===== src/rtl/satd_pkg.sv =====
`timescale 1ns / 1ps
// ----------------------------------------------------------------------------
// satd_pkg
// Types, codes and defaults shared by the sorted account table.
// ----------------------------------------------------------------------------
package satd_pkg;

  localparam int unsigned ENTRIES_DEF = 16;
  localparam int unsigned KEY_W       = 30;
  localparam int unsigned AMT_W       = 32;

  typedef enum logic {
    OP_LOAD  = 1'b0,
    OP_DEBIT = 1'b1
  } op_e;

  typedef enum logic [2:0] {
    ST_APPROVED     = 3'd0,
    ST_NOT_FOUND    = 3'd1,
    ST_INSUFFICIENT = 3'd2,
    ST_LOADED       = 3'd3,
    ST_FULL         = 3'd4,
    ST_DUPLICATE    = 3'd5
  } status_e;

  typedef struct packed {
    op_e              cmd;
    logic [KEY_W-1:0] account_key;
    logic [AMT_W-1:0] amount;
  } req_t;

  typedef struct packed {
    status_e          status;
    logic [AMT_W-1:0] balance_out;
  } rsp_t;

  typedef struct packed {
    logic [KEY_W-1:0] key;
    logic [AMT_W-1:0] balance;
  } entry_t;

  typedef enum logic [2:0] {
    S_IDLE,
    S_PROBE,
    S_COMPARE,
    S_DECIDE,
    S_SHIFT_RD,
    S_SHIFT_WR,
    S_RESPOND
  } ctrl_state_e;

  typedef struct packed {
    logic    capture;
    logic    probe_rd;
    logic    probe_cmp;
    logic    shift_init;
    logic    shift_rd;
    logic    shift_wr;
    logic    insert_wr;
    logic    debit_wr;
    logic    set_status;
    status_e status;
  } dp_cmd_t;

  typedef struct packed {
    logic search_done;
    logic is_load;
    logic hit;
    logic full;
    logic funds_ok;
    logic shift_done;
  } dp_stat_t;

endpackage


===== src/rtl/satd_ctrl.sv =====
`timescale 1ns / 1ps
// ----------------------------------------------------------------------------
// satd_ctrl
// Sequencer for search, insert shift, debit write-back and result beat.
// ----------------------------------------------------------------------------
module satd_ctrl import satd_pkg::*; (
  input  logic     clk_i,
  input  logic     rst_ni,
  input  logic     start_i,
  input  dp_stat_t stat_i,
  output dp_cmd_t  cmd_o,
  output logic     busy_o,
  output logic     done_o
);

  ctrl_state_e state_q, state_d;

  always_ff @(posedge clk_i or negedge rst_ni) begin
    if (!rst_ni) begin
      state_q <= S_IDLE;
    end else begin
      state_q <= state_d;
    end
  end

  always_comb begin
    state_d = state_q;
    cmd_o   = '0;
    cmd_o.status = ST_APPROVED;
    busy_o  = 1'b1;
    done_o  = 1'b0;
    unique case (state_q)
      S_IDLE: begin
        busy_o = 1'b0;
        if (start_i) begin
          cmd_o.capture = 1'b1;
          state_d       = S_PROBE;
        end
      end
      S_PROBE: begin
        if (stat_i.search_done) begin
          state_d = S_DECIDE;
        end else begin
          cmd_o.probe_rd = 1'b1;
          state_d        = S_COMPARE;
        end
      end
      S_COMPARE: begin
        cmd_o.probe_cmp = 1'b1;
        state_d         = S_PROBE;
      end
      S_DECIDE: begin
        state_d          = S_RESPOND;
        cmd_o.set_status = 1'b1;
        if (stat_i.is_load) begin
          if (stat_i.hit) begin
            cmd_o.status = ST_DUPLICATE;
          end else if (stat_i.full) begin
            cmd_o.status = ST_FULL;
          end else begin
            cmd_o.set_status = 1'b0;
            cmd_o.shift_init = 1'b1;
            state_d          = S_SHIFT_RD;
          end
        end else begin
          if (!stat_i.hit) begin
            cmd_o.status = ST_NOT_FOUND;
          end else if (stat_i.funds_ok) begin
            cmd_o.status   = ST_APPROVED;
            cmd_o.debit_wr = 1'b1;
          end else begin
            cmd_o.status = ST_INSUFFICIENT;
          end
        end
      end
      S_SHIFT_RD: begin
        if (stat_i.shift_done) begin
          cmd_o.insert_wr  = 1'b1;
          cmd_o.set_status = 1'b1;
          cmd_o.status     = ST_LOADED;
          state_d          = S_RESPOND;
        end else begin
          cmd_o.shift_rd = 1'b1;
          state_d        = S_SHIFT_WR;
        end
      end
      S_SHIFT_WR: begin
        cmd_o.shift_wr = 1'b1;
        state_d        = S_SHIFT_RD;
      end
      S_RESPOND: begin
        done_o  = 1'b1;
        state_d = S_IDLE;
      end
      default: begin
        state_d = S_IDLE;
      end
    endcase
  end

endmodule


===== src/rtl/satd_dp.sv =====
`timescale 1ns / 1ps
// ----------------------------------------------------------------------------
// satd_dp
// Entry memory, search bounds, shift pointer, entry count and result register.
// ----------------------------------------------------------------------------
module satd_dp import satd_pkg::*; #(
  parameter int unsigned ENTRIES = ENTRIES_DEF
) (
  input  logic     clk_i,
  input  logic     rst_ni,
  input  req_t     req_i,
  input  dp_cmd_t  cmd_i,
  output dp_stat_t stat_o,
  output rsp_t     rsp_o
);

  localparam int unsigned CNT_W = $clog2(ENTRIES + 1);
  localparam int unsigned IDX_W = $clog2(ENTRIES);

  entry_t mem [ENTRIES];
  entry_t rdata_q;

  req_t             req_q;
  logic [CNT_W-1:0] count_q, count_d;
  logic [CNT_W-1:0] lo_q, lo_d;
  logic [CNT_W-1:0] hi_q, hi_d;
  logic [CNT_W-1:0] ptr_q, ptr_d;
  logic             hit_q, hit_d;
  logic [AMT_W-1:0] hit_bal_q, hit_bal_d;
  status_e          status_q;
  logic [AMT_W-1:0] bal_q;

  logic [CNT_W-1:0] mid;
  logic [CNT_W-1:0] ptr_dec;
  logic [AMT_W:0]   diff;
  logic             rd_en;
  logic [IDX_W-1:0] rd_addr;
  logic             wr_en;
  logic [IDX_W-1:0] wr_addr;
  entry_t           wr_data;

  assign mid     = lo_q + ((hi_q - lo_q) >> 1);
  assign ptr_dec = ptr_q - CNT_W'(1);
  assign diff    = {1'b0, hit_bal_q} - {1'b0, req_q.amount};

  assign stat_o.search_done = (lo_q >= hi_q);
  assign stat_o.is_load     = (req_q.cmd == OP_LOAD);
  assign stat_o.hit         = hit_q;
  assign stat_o.full        = (count_q == CNT_W'(ENTRIES));
  assign stat_o.funds_ok    = ~diff[AMT_W];
  assign stat_o.shift_done  = (ptr_q <= lo_q);

  always_comb begin
    rd_en   = cmd_i.probe_rd | cmd_i.shift_rd;
    rd_addr = cmd_i.shift_rd ? ptr_dec[IDX_W-1:0] : mid[IDX_W-1:0];
    wr_en   = cmd_i.shift_wr | cmd_i.insert_wr | cmd_i.debit_wr;
    wr_addr = cmd_i.shift_wr ? ptr_q[IDX_W-1:0] : lo_q[IDX_W-1:0];
    priority if (cmd_i.shift_wr) begin
      wr_data = rdata_q;
    end else if (cmd_i.insert_wr) begin
      wr_data = '{key: req_q.account_key, balance: req_q.amount};
    end else begin
      wr_data = '{key: req_q.account_key, balance: diff[AMT_W-1:0]};
    end
  end

  always_ff @(posedge clk_i) begin
    if (wr_en) begin
      mem[wr_addr] <= wr_data;
    end
    if (rd_en) begin
      rdata_q <= mem[rd_addr];
    end
  end

  always_comb begin
    lo_d      = lo_q;
    hi_d      = hi_q;
    ptr_d     = ptr_q;
    hit_d     = hit_q;
    hit_bal_d = hit_bal_q;
    count_d   = count_q;
    if (cmd_i.capture) begin
      lo_d  = '0;
      hi_d  = count_q;
      hit_d = 1'b0;
    end
    if (cmd_i.probe_cmp) begin
      if (rdata_q.key < req_q.account_key) begin
        lo_d = mid + CNT_W'(1);
      end else begin
        hi_d = mid;
      end
      if (rdata_q.key == req_q.account_key) begin
        hit_d     = 1'b1;
        hit_bal_d = rdata_q.balance;
      end
    end
    if (cmd_i.shift_init) begin
      ptr_d = count_q;
    end
    if (cmd_i.shift_wr) begin
      ptr_d = ptr_dec;
    end
    if (cmd_i.insert_wr) begin
      count_d = count_q + CNT_W'(1);
    end
  end

  always_ff @(posedge clk_i or negedge rst_ni) begin
    if (!rst_ni) begin
      count_q <= '0;
      lo_q    <= '0;
      hi_q    <= '0;
      ptr_q   <= '0;
      hit_q   <= 1'b0;
    end else begin
      count_q <= count_d;
      lo_q    <= lo_d;
      hi_q    <= hi_d;
      ptr_q   <= ptr_d;
      hit_q   <= hit_d;
    end
  end

  always_ff @(posedge clk_i) begin
    hit_bal_q <= hit_bal_d;
    if (cmd_i.capture) begin
      req_q <= req_i;
    end
    if (cmd_i.set_status) begin
      status_q <= cmd_i.status;
      bal_q    <= (cmd_i.status == ST_APPROVED) ? diff[AMT_W-1:0] : req_q.amount;
    end
  end

  assign rsp_o.status      = status_q;
  assign rsp_o.balance_out = bal_q;

endmodule


===== src/rtl/sorted_account_table_debit.sv =====
`timescale 1ns / 1ps
// ----------------------------------------------------------------------------
// sorted_account_table_debit
// Sorted key table with load-insert and debit lookup, one result per request.
// ----------------------------------------------------------------------------
//  channel  | ports           | handshake                    | payload
//  request  | start, busy     | beat when start && !busy     | req_i  (req_t)
//  result   | done_o          | one-cycle strobe, no stall   | rsp_o  (rsp_t)
//
//  A debit holds busy through p binary search probes (p up to
//  ceil(log2(count+1))), each a registered read then a compare, then the
//  decide step and the result beat. A load that inserts also moves every
//  entry above its slot up by one place, each by a read then a write, and
//  then writes the new entry; the entry memory has a registered read.
//  Reset empties the table at once (entry count to zero); no clearing pass.
//  done_o falls in the last busy cycle; the receiver cannot stall it.
// ----------------------------------------------------------------------------
module sorted_account_table_debit import satd_pkg::*; #(
  parameter int unsigned ENTRIES = ENTRIES_DEF
) (
  input  logic clk_i,
  input  logic rst_ni,
  input  logic start,
  output logic busy,
  input  req_t req_i,
  output logic done_o,
  output rsp_t rsp_o
);

  dp_cmd_t  dp_cmd;
  dp_stat_t dp_stat;

  satd_ctrl u_ctrl (
    .clk_i   (clk_i),
    .rst_ni  (rst_ni),
    .start_i (start),
    .stat_i  (dp_stat),
    .cmd_o   (dp_cmd),
    .busy_o  (busy),
    .done_o  (done_o)
  );

  satd_dp #(
    .ENTRIES (ENTRIES)
  ) u_dp (
    .clk_i  (clk_i),
    .rst_ni (rst_ni),
    .req_i  (req_i),
    .cmd_i  (dp_cmd),
    .stat_o (dp_stat),
    .rsp_o  (rsp_o)
  );

endmodule


===== config.mk =====
export PLATFORM = sky130hd
export DESIGN_NAME = sorted_account_table_debit
export DESIGN_NICKNAME = d
export VERILOG_FILES = /design/src/rtl/satd_pkg.sv /design/src/rtl/satd_ctrl.sv /design/src/rtl/satd_dp.sv /design/src/rtl/sorted_account_table_debit.sv
export SDC_FILE = /design/constraint.sdc
export NUM_CORES = 2
export LEC_CHECK = 0
export BUFFER_PORTS_ARGS = -buffer_cell sky130_fd_sc_hd__buf_2
export CAP_MARGIN = 20
export CORE_MARGIN = 5
export CORE_UTILIZATION = 60
export DETAILED_ROUTE_END_ITERATION = 16
export PLACE_DENSITY_LB_ADDON = 0.08
export SLEW_MARGIN = 20
export SYNTH_ARGS = -nofsm -noshare
export SYNTH_HDL_FRONTEND = slang
export SYNTH_HIERARCHICAL = 1
export SYNTH_SLANG_ARGS = --single-unit

===== constraint.sdc =====
create_clock -name clk_i -period 9.6 [get_ports clk_i]
set_input_delay 0.96 -clock clk_i [delete_from_list [all_inputs] [get_ports clk_i]]
set_output_delay 0.96 -clock clk_i [all_outputs]
set_load 0.01 [all_outputs]

# == Word level (Yosys, flattened, before mapping) ==
# Memories as Yosys holds them, arrays and structs flattened. A register that Yosys moved wholly into a read port is not among the register bits.
# Index checks and enable logic that the tools add are counted.
# W data, S select, Z words.
# word_totals
output_inout_bits,37
elab_cells,93
n_memories,1
reg_bits,154
input_bits,66
ram_bits,992
# mem_list
memory,words,word_bits,rd,rd_ports_with_merged_regs,wr,line,rtl
u_dp.mem,16,62,1,1,1,satd_dp.sv:20,entry_t mem [ENTRIES];
# op_classes
n_eq_ne,9
n_addsub,6
mux,55
magnitude_cmp,3
n_bitwise,3
n_reduce_logical,4
# op_table
op,count
$mux W32,2
$mux W62,1
$mux W5,8
$sub A32 B32 Y33,1
$eq A30 B30 Y1,1
$lt A30 B30 Y1,1
$mux W1,29
$mux W3,6
$pmux W3 S6,1
$mux W4,3
$add A5 B1 Y5 const B,2
$eq A3 B3 Y1 const B,3
$mux W2,4
$pmux W4 S2,1
$eq A3 B2 Y1 const B,2
$logic_not A3 Y1,2
$add A5 B4 Y5,1
$eq A5 B5 Y1 const B,1
$ge A5 B5 Y1,1
$le A5 B5 Y1,1
$sub A5 B1 Y5 const B,1
$sub A5 B5 Y5,1
$eq A3 B1 Y1 const B,1
$or A1 B1 Y1,3
3 further kinds,3

# == Longest topological paths before layout ==
# depth
ltp_word,8
mapped_depth,19
ltp_nobuf,19

# == By module ==
# Netlist, hierarchy kept.
# by_module_without_submodules
module,n_inst,seq_area_each_um2,area_per_inst_um2,cells_each
satd_dp,1,36079.6,50128.1,3901
satd_ctrl,1,75.1,285.3,40

# == Worst setup path after synthesis ==
# No wires, ideal clock.
# synth_timing
path_kind,reg2reg
from,register u_dp/req_q[0] (netlist bit)
to,memory u_dp/mem[7][0] (netlist bit) (enable)
setup_time_ps,482
t_arrival_ps,5633
path_stages_with_launch,18
t_required_ps,9118
path_slack_ps,3484
period_less_slack_ps,6116
n_path_buf,0
cell_sequence,edfxtp_1 ha_1 fa_1 nand2b_1 a21o_1 a21oi_1 o211ai_1 a21oi_1 o21ai_1 nor2b_1 o21ai_0 nand2b_1 inv_1 nor4_1 nor2_1 o31ai_1 nand2_1 nor2_1
# synth_rtl
element,line,rtl
start: declaration,satd_dp.sv:23,req_t req_q;
start signal: assignment,satd_dp.sv:129,req_q <= req_i;
end: declaration,satd_dp.sv:20,

==> results.md <==
* Result of the run: finished clean
* Path depth of the worst reg2reg path at 18
* Insertion delay of the later-clocked pin in the worst-skew pair at 0.70 ns
* Largest area contributor in the synthesized netlist: sky130_fd_sc_hd__edfxtp_1
* Clock Path Buffers at 3
* Synth area leaders: sky130_fd_sc_hd__edfxtp_1 71%, sky130_fd_sc_hd__nand2_1 8.3%, sky130_fd_sc_hd__a311oi_1 3.2%
* Multi-input gate area in the final layout at 0.0132 sq mm
* Syn-to-layout area delta at 11.5%
* Total buffers and inverters traversed by the critical path at 2
* Half-perimeter wire length after detailed placement at 64,100 microns
* Synthesized instance count at 3,941
* Wire length of the first global-routing pass at 182,000 microns
* Kind of path behind the tightest hold check: primary input to async pin
* Critical-path cell with the highest stage delay: sky130_fd_sc_hd__nor2_4
* Reg-to-reg setup timing slack at 3.57 ns
* # port buffers at 102
* Number of synthesis warnings at 6
* Setup TNS at 0 ns
* Leftover overflow at the end of global routing at 0
* Share of synthesized area occupied by flip-flops and latches at 71.7%
* Master cell of the clock root buffer: sky130_fd_sc_hd__clkbuf_16
* DIE AREA at 0.0899 sq mm
* Num CTS Buffers at 121
* Launch instance of the worst register-to-register path: u_dp/req_q[0]
* Maximum frequency from static timing analysis at 166 MHz
* Global placement routability congestion at 0.860
* Endpoint type of the worst setup path: flip-flop
* Number of violations of the max-capacitance limit at 0
* CTS tree: yes
* Number of remaining DRC errors at 0
* Met3 wire length at 8360 microns
* Top layer used by detailed routing: met4
* CP top delay family: simple AND/OR/NAND/NOR gates
* Multiplexer share of the synthesized area at 0.635%
* Antenna fix cells at 0
* CP startpoint kind: flip-flop
* Top cells by instance count after synthesis: 1,184 x sky130_fd_sc_hd__edfxtp_1, 1,121 x sky130_fd_sc_hd__nand2_1, 265 x sky130_fd_sc_hd__nand3_1
* Residual antenna-violating net count after detailed routing at 0
* Die width at 300 microns
* Post-CTS resize count at 0
* Post-Synthesis Cell Area at 0.0504 sq mm
* Final hold vios at 0
* Iteration-0 DRC Markers at 2,907
* Peak fanout along the critical path at 40
* GR Util All Layers at 26.0%
* Minimum clock period after layout at 6.03 ns
* Area share of the largest cell type after synthesis at 70.5%
* Synthesized-area fraction occupied by ao, oa, aoi and oai cells at 8.06%
* Maximum level of the CTS H-tree at 3
* Critical-path cell list: ha_1 -> fa_1 -> nand2b_1 -> a21o_1 -> a21oi_1 -> o211ai_1 -> a21oi_1 -> o21ai_1 -> nor2b_1 -> o21ai_0 -> nand2b_1 -> inv_1 -> nor4_1 -> nor2_1 -> o31ai_1 -> nand2_1 -> nor2_4 -> buf_4
* Crit share post-route at 62.8%
* Antenna violations before repair at 1
* Delay contributed by the slowest stage of the critical path at 0.75 ns
* Largest net degree at the start of global routing at 197
* Number of clock sinks at 1,208
* Type of the setup path with the least slack: flip-flop to flip-flop
* Parity-gate share of the synthesized area counting xor and xnor cells at 0.817%
* Most frequently used flop master after synthesis: sky130_fd_sc_hd__edfxtp_1
* Total wire length at 118,000 microns
* IO Pins at 103
* Combinational family with the most area after synthesis: simple AND/OR/NAND/NOR gates
* Max-Slew Margin vs Limit at 24.8%
* Data arrival time at the worst-slack endpoint at 6.34 ns
* Slew at the pin with the worst max-slew slack at 1.12 ns
* Synth Area in Adders at 2.13%
* Vias per cell at 6.09
* Cell Rows at 106
* Post-synth ARST share at 1.99%
* Number of buffers inserted by hold repair at cts at 0
* Clock transition at path regs at 0.06 ns
* Post-synthesis net count at 4,091
* DR WL/cell at 22.8 microns
* Met1 Wirelength at 51,700 microns
* Number of fill cells at 5,969
* Maximum clock skew at final layout at 0.0449 ns
* Total length of routed met2 wires at 55,300 microns
* Final slew viol count at 0
* Setup violation total in the final timing report at 0
* Share of layout cells above drive strength 1 at 10.4%
* Total core area at 0.0836 sq mm
* Vertical die dimension at 300 microns
* Vias in the first global route at 30,200
* Unique masters post-synth at 70
* Starting density of the core at 60.3%
* WP data required at 9.91 ns
* First-pass iteration count of the detailed router at 5
* Via count at 31,600
* Fin nets at 4,153
* RSZ-0062 raised after global routing: no
* Number of flops mapped to enable cells by yosys at 1,184
* FF+latch area at 0.0362 sq mm
* RR Endpoint: u_dp/mem[2][9]
* Basic-gate share of the synthesized area counting and, or, nand and nor cells at 14.0%
* #FFs+latches synth at 1,208
* Most used standard cell by instance count after synthesis: sky130_fd_sc_hd__edfxtp_1
* Number of buffers inserted by post-CTS setup repair at 0
* Syn_area_per_cell at 12.8 sq um
[worst max path at each step]
stage / start / endpoint / slack [ns] / depth (start not counted)
CTS: u_dp/req_q[0] / u_dp/mem[7][55] / 3.56 / 18
detailed placement: u_dp/req_q[0] / u_dp/mem[7][56] / 3.60 / 18
global placement: u_dp/req_q[0] / u_dp/mem[7][56] / 3.61 / 18
floorplan: u_dp/req_q[0] / u_dp/mem[7][0] / 3.48 / 17
global route: u_dp/req_q[0] / u_dp/mem[2][7] / 3.24 / 18
finish: u_dp/req_q[0] / u_dp/mem[2][9] / 3.57 / 18
[cells in the final DEF, fill, tap and decap left out, types with 19 or more instances in the layout]
master,synthesis,final
sky130_fd_sc_hd__o21ai_0,112,88
sky130_fd_sc_hd__dfrtp_1,24,24
sky130_fd_sc_hd__ha_1,81,81
sky130_fd_sc_hd__clkinv_1,0,39
sky130_fd_sc_hd__nand3_1,265,265
sky130_fd_sc_hd__a31oi_1,71,69
sky130_fd_sc_hd__xor2_1,19,19
sky130_fd_sc_hd__buf_2,21,102
sky130_fd_sc_hd__xnor2_1,28,28
sky130_fd_sc_hd__clkinv_2,0,23
sky130_fd_sc_hd__inv_1,90,89
sky130_fd_sc_hd__mux2i_1,20,19
sky130_fd_sc_hd__edfxtp_1,1184,1184
sky130_fd_sc_hd__nor2_1,58,41
sky130_fd_sc_hd__a311oi_1,187,187
sky130_fd_sc_hd__a21o_1,35,35
sky130_fd_sc_hd__a21oi_1,116,115
sky130_fd_sc_hd__clkbuf_16,0,121
sky130_fd_sc_hd__buf_4,3,70
sky130_fd_sc_hd__and3_1,128,127
sky130_fd_sc_hd__nand2_1,1121,1121
[stage by stage]
stage | hold slack, ns | worst slack (ns) | instances | instance area (sq um) | utilization, %
after floorplan | 0.418 | 3.48 | 3941 | 50400 | -
after global placement | 0.425 | 3.61 | 4956 | 52200 | 62.5
after detailed placement | 0.430 | 3.60 | 4957 | 52200 | 62.5
after CTS | 0.294 | 3.56 | 5178 | 56100 | 67.1
after global routing | 0.313 | 3.24 | 5181 | 56200 | 67.2
final | 0.301 | 3.57 | 5181 | 56200 | 67.2
[per-layer routing]
metal / up-vias / GRT usage, %
met5: - / 0
met4: 0 / 6.70
met3: 174 / 3.79
met2: 1162 / 40.9
met1: 15600 / 39.0
li1: 14700 / -
[state kept, by name (all words and copies together), names as in the netlist]
signal and count:
u_dp/mem 992, u_dp/rdata_q 62, u_dp/hit_bal_q 32, u_dp/req_q 63, u_dp/count_q 5, u_dp/hit_q 1
u_dp/ptr_q 5, u_dp/hi_q 5, u_dp/bal_q 32, u_ctrl/state_q 3, u_dp/status_q 3, u_dp/lo_q 5
[cell families after synthesis]
group                    count (synthesis)
flip-flops                            1208
AO/OA/AOI/OAI                          587
adder cells (fa/ha/maj)                 84
buffers and inverters                  335
XOR/XNOR                                47
AND/OR/NAND/NOR                       1650
multiplexers                            30
[cell type report]
class,instances,area share (%)
multi-input cells,2398,23.5
flip-flops and latches,1208,64.3
clock buffers,135,5.48
well taps,1080,2.40
repair buffers,183,2.25
clock inverters,86,1.39
inverters,91,0.608
Power is not shown: default switching activity piles up to over one toggle a cycle in this logic, so the estimate is an artifact.
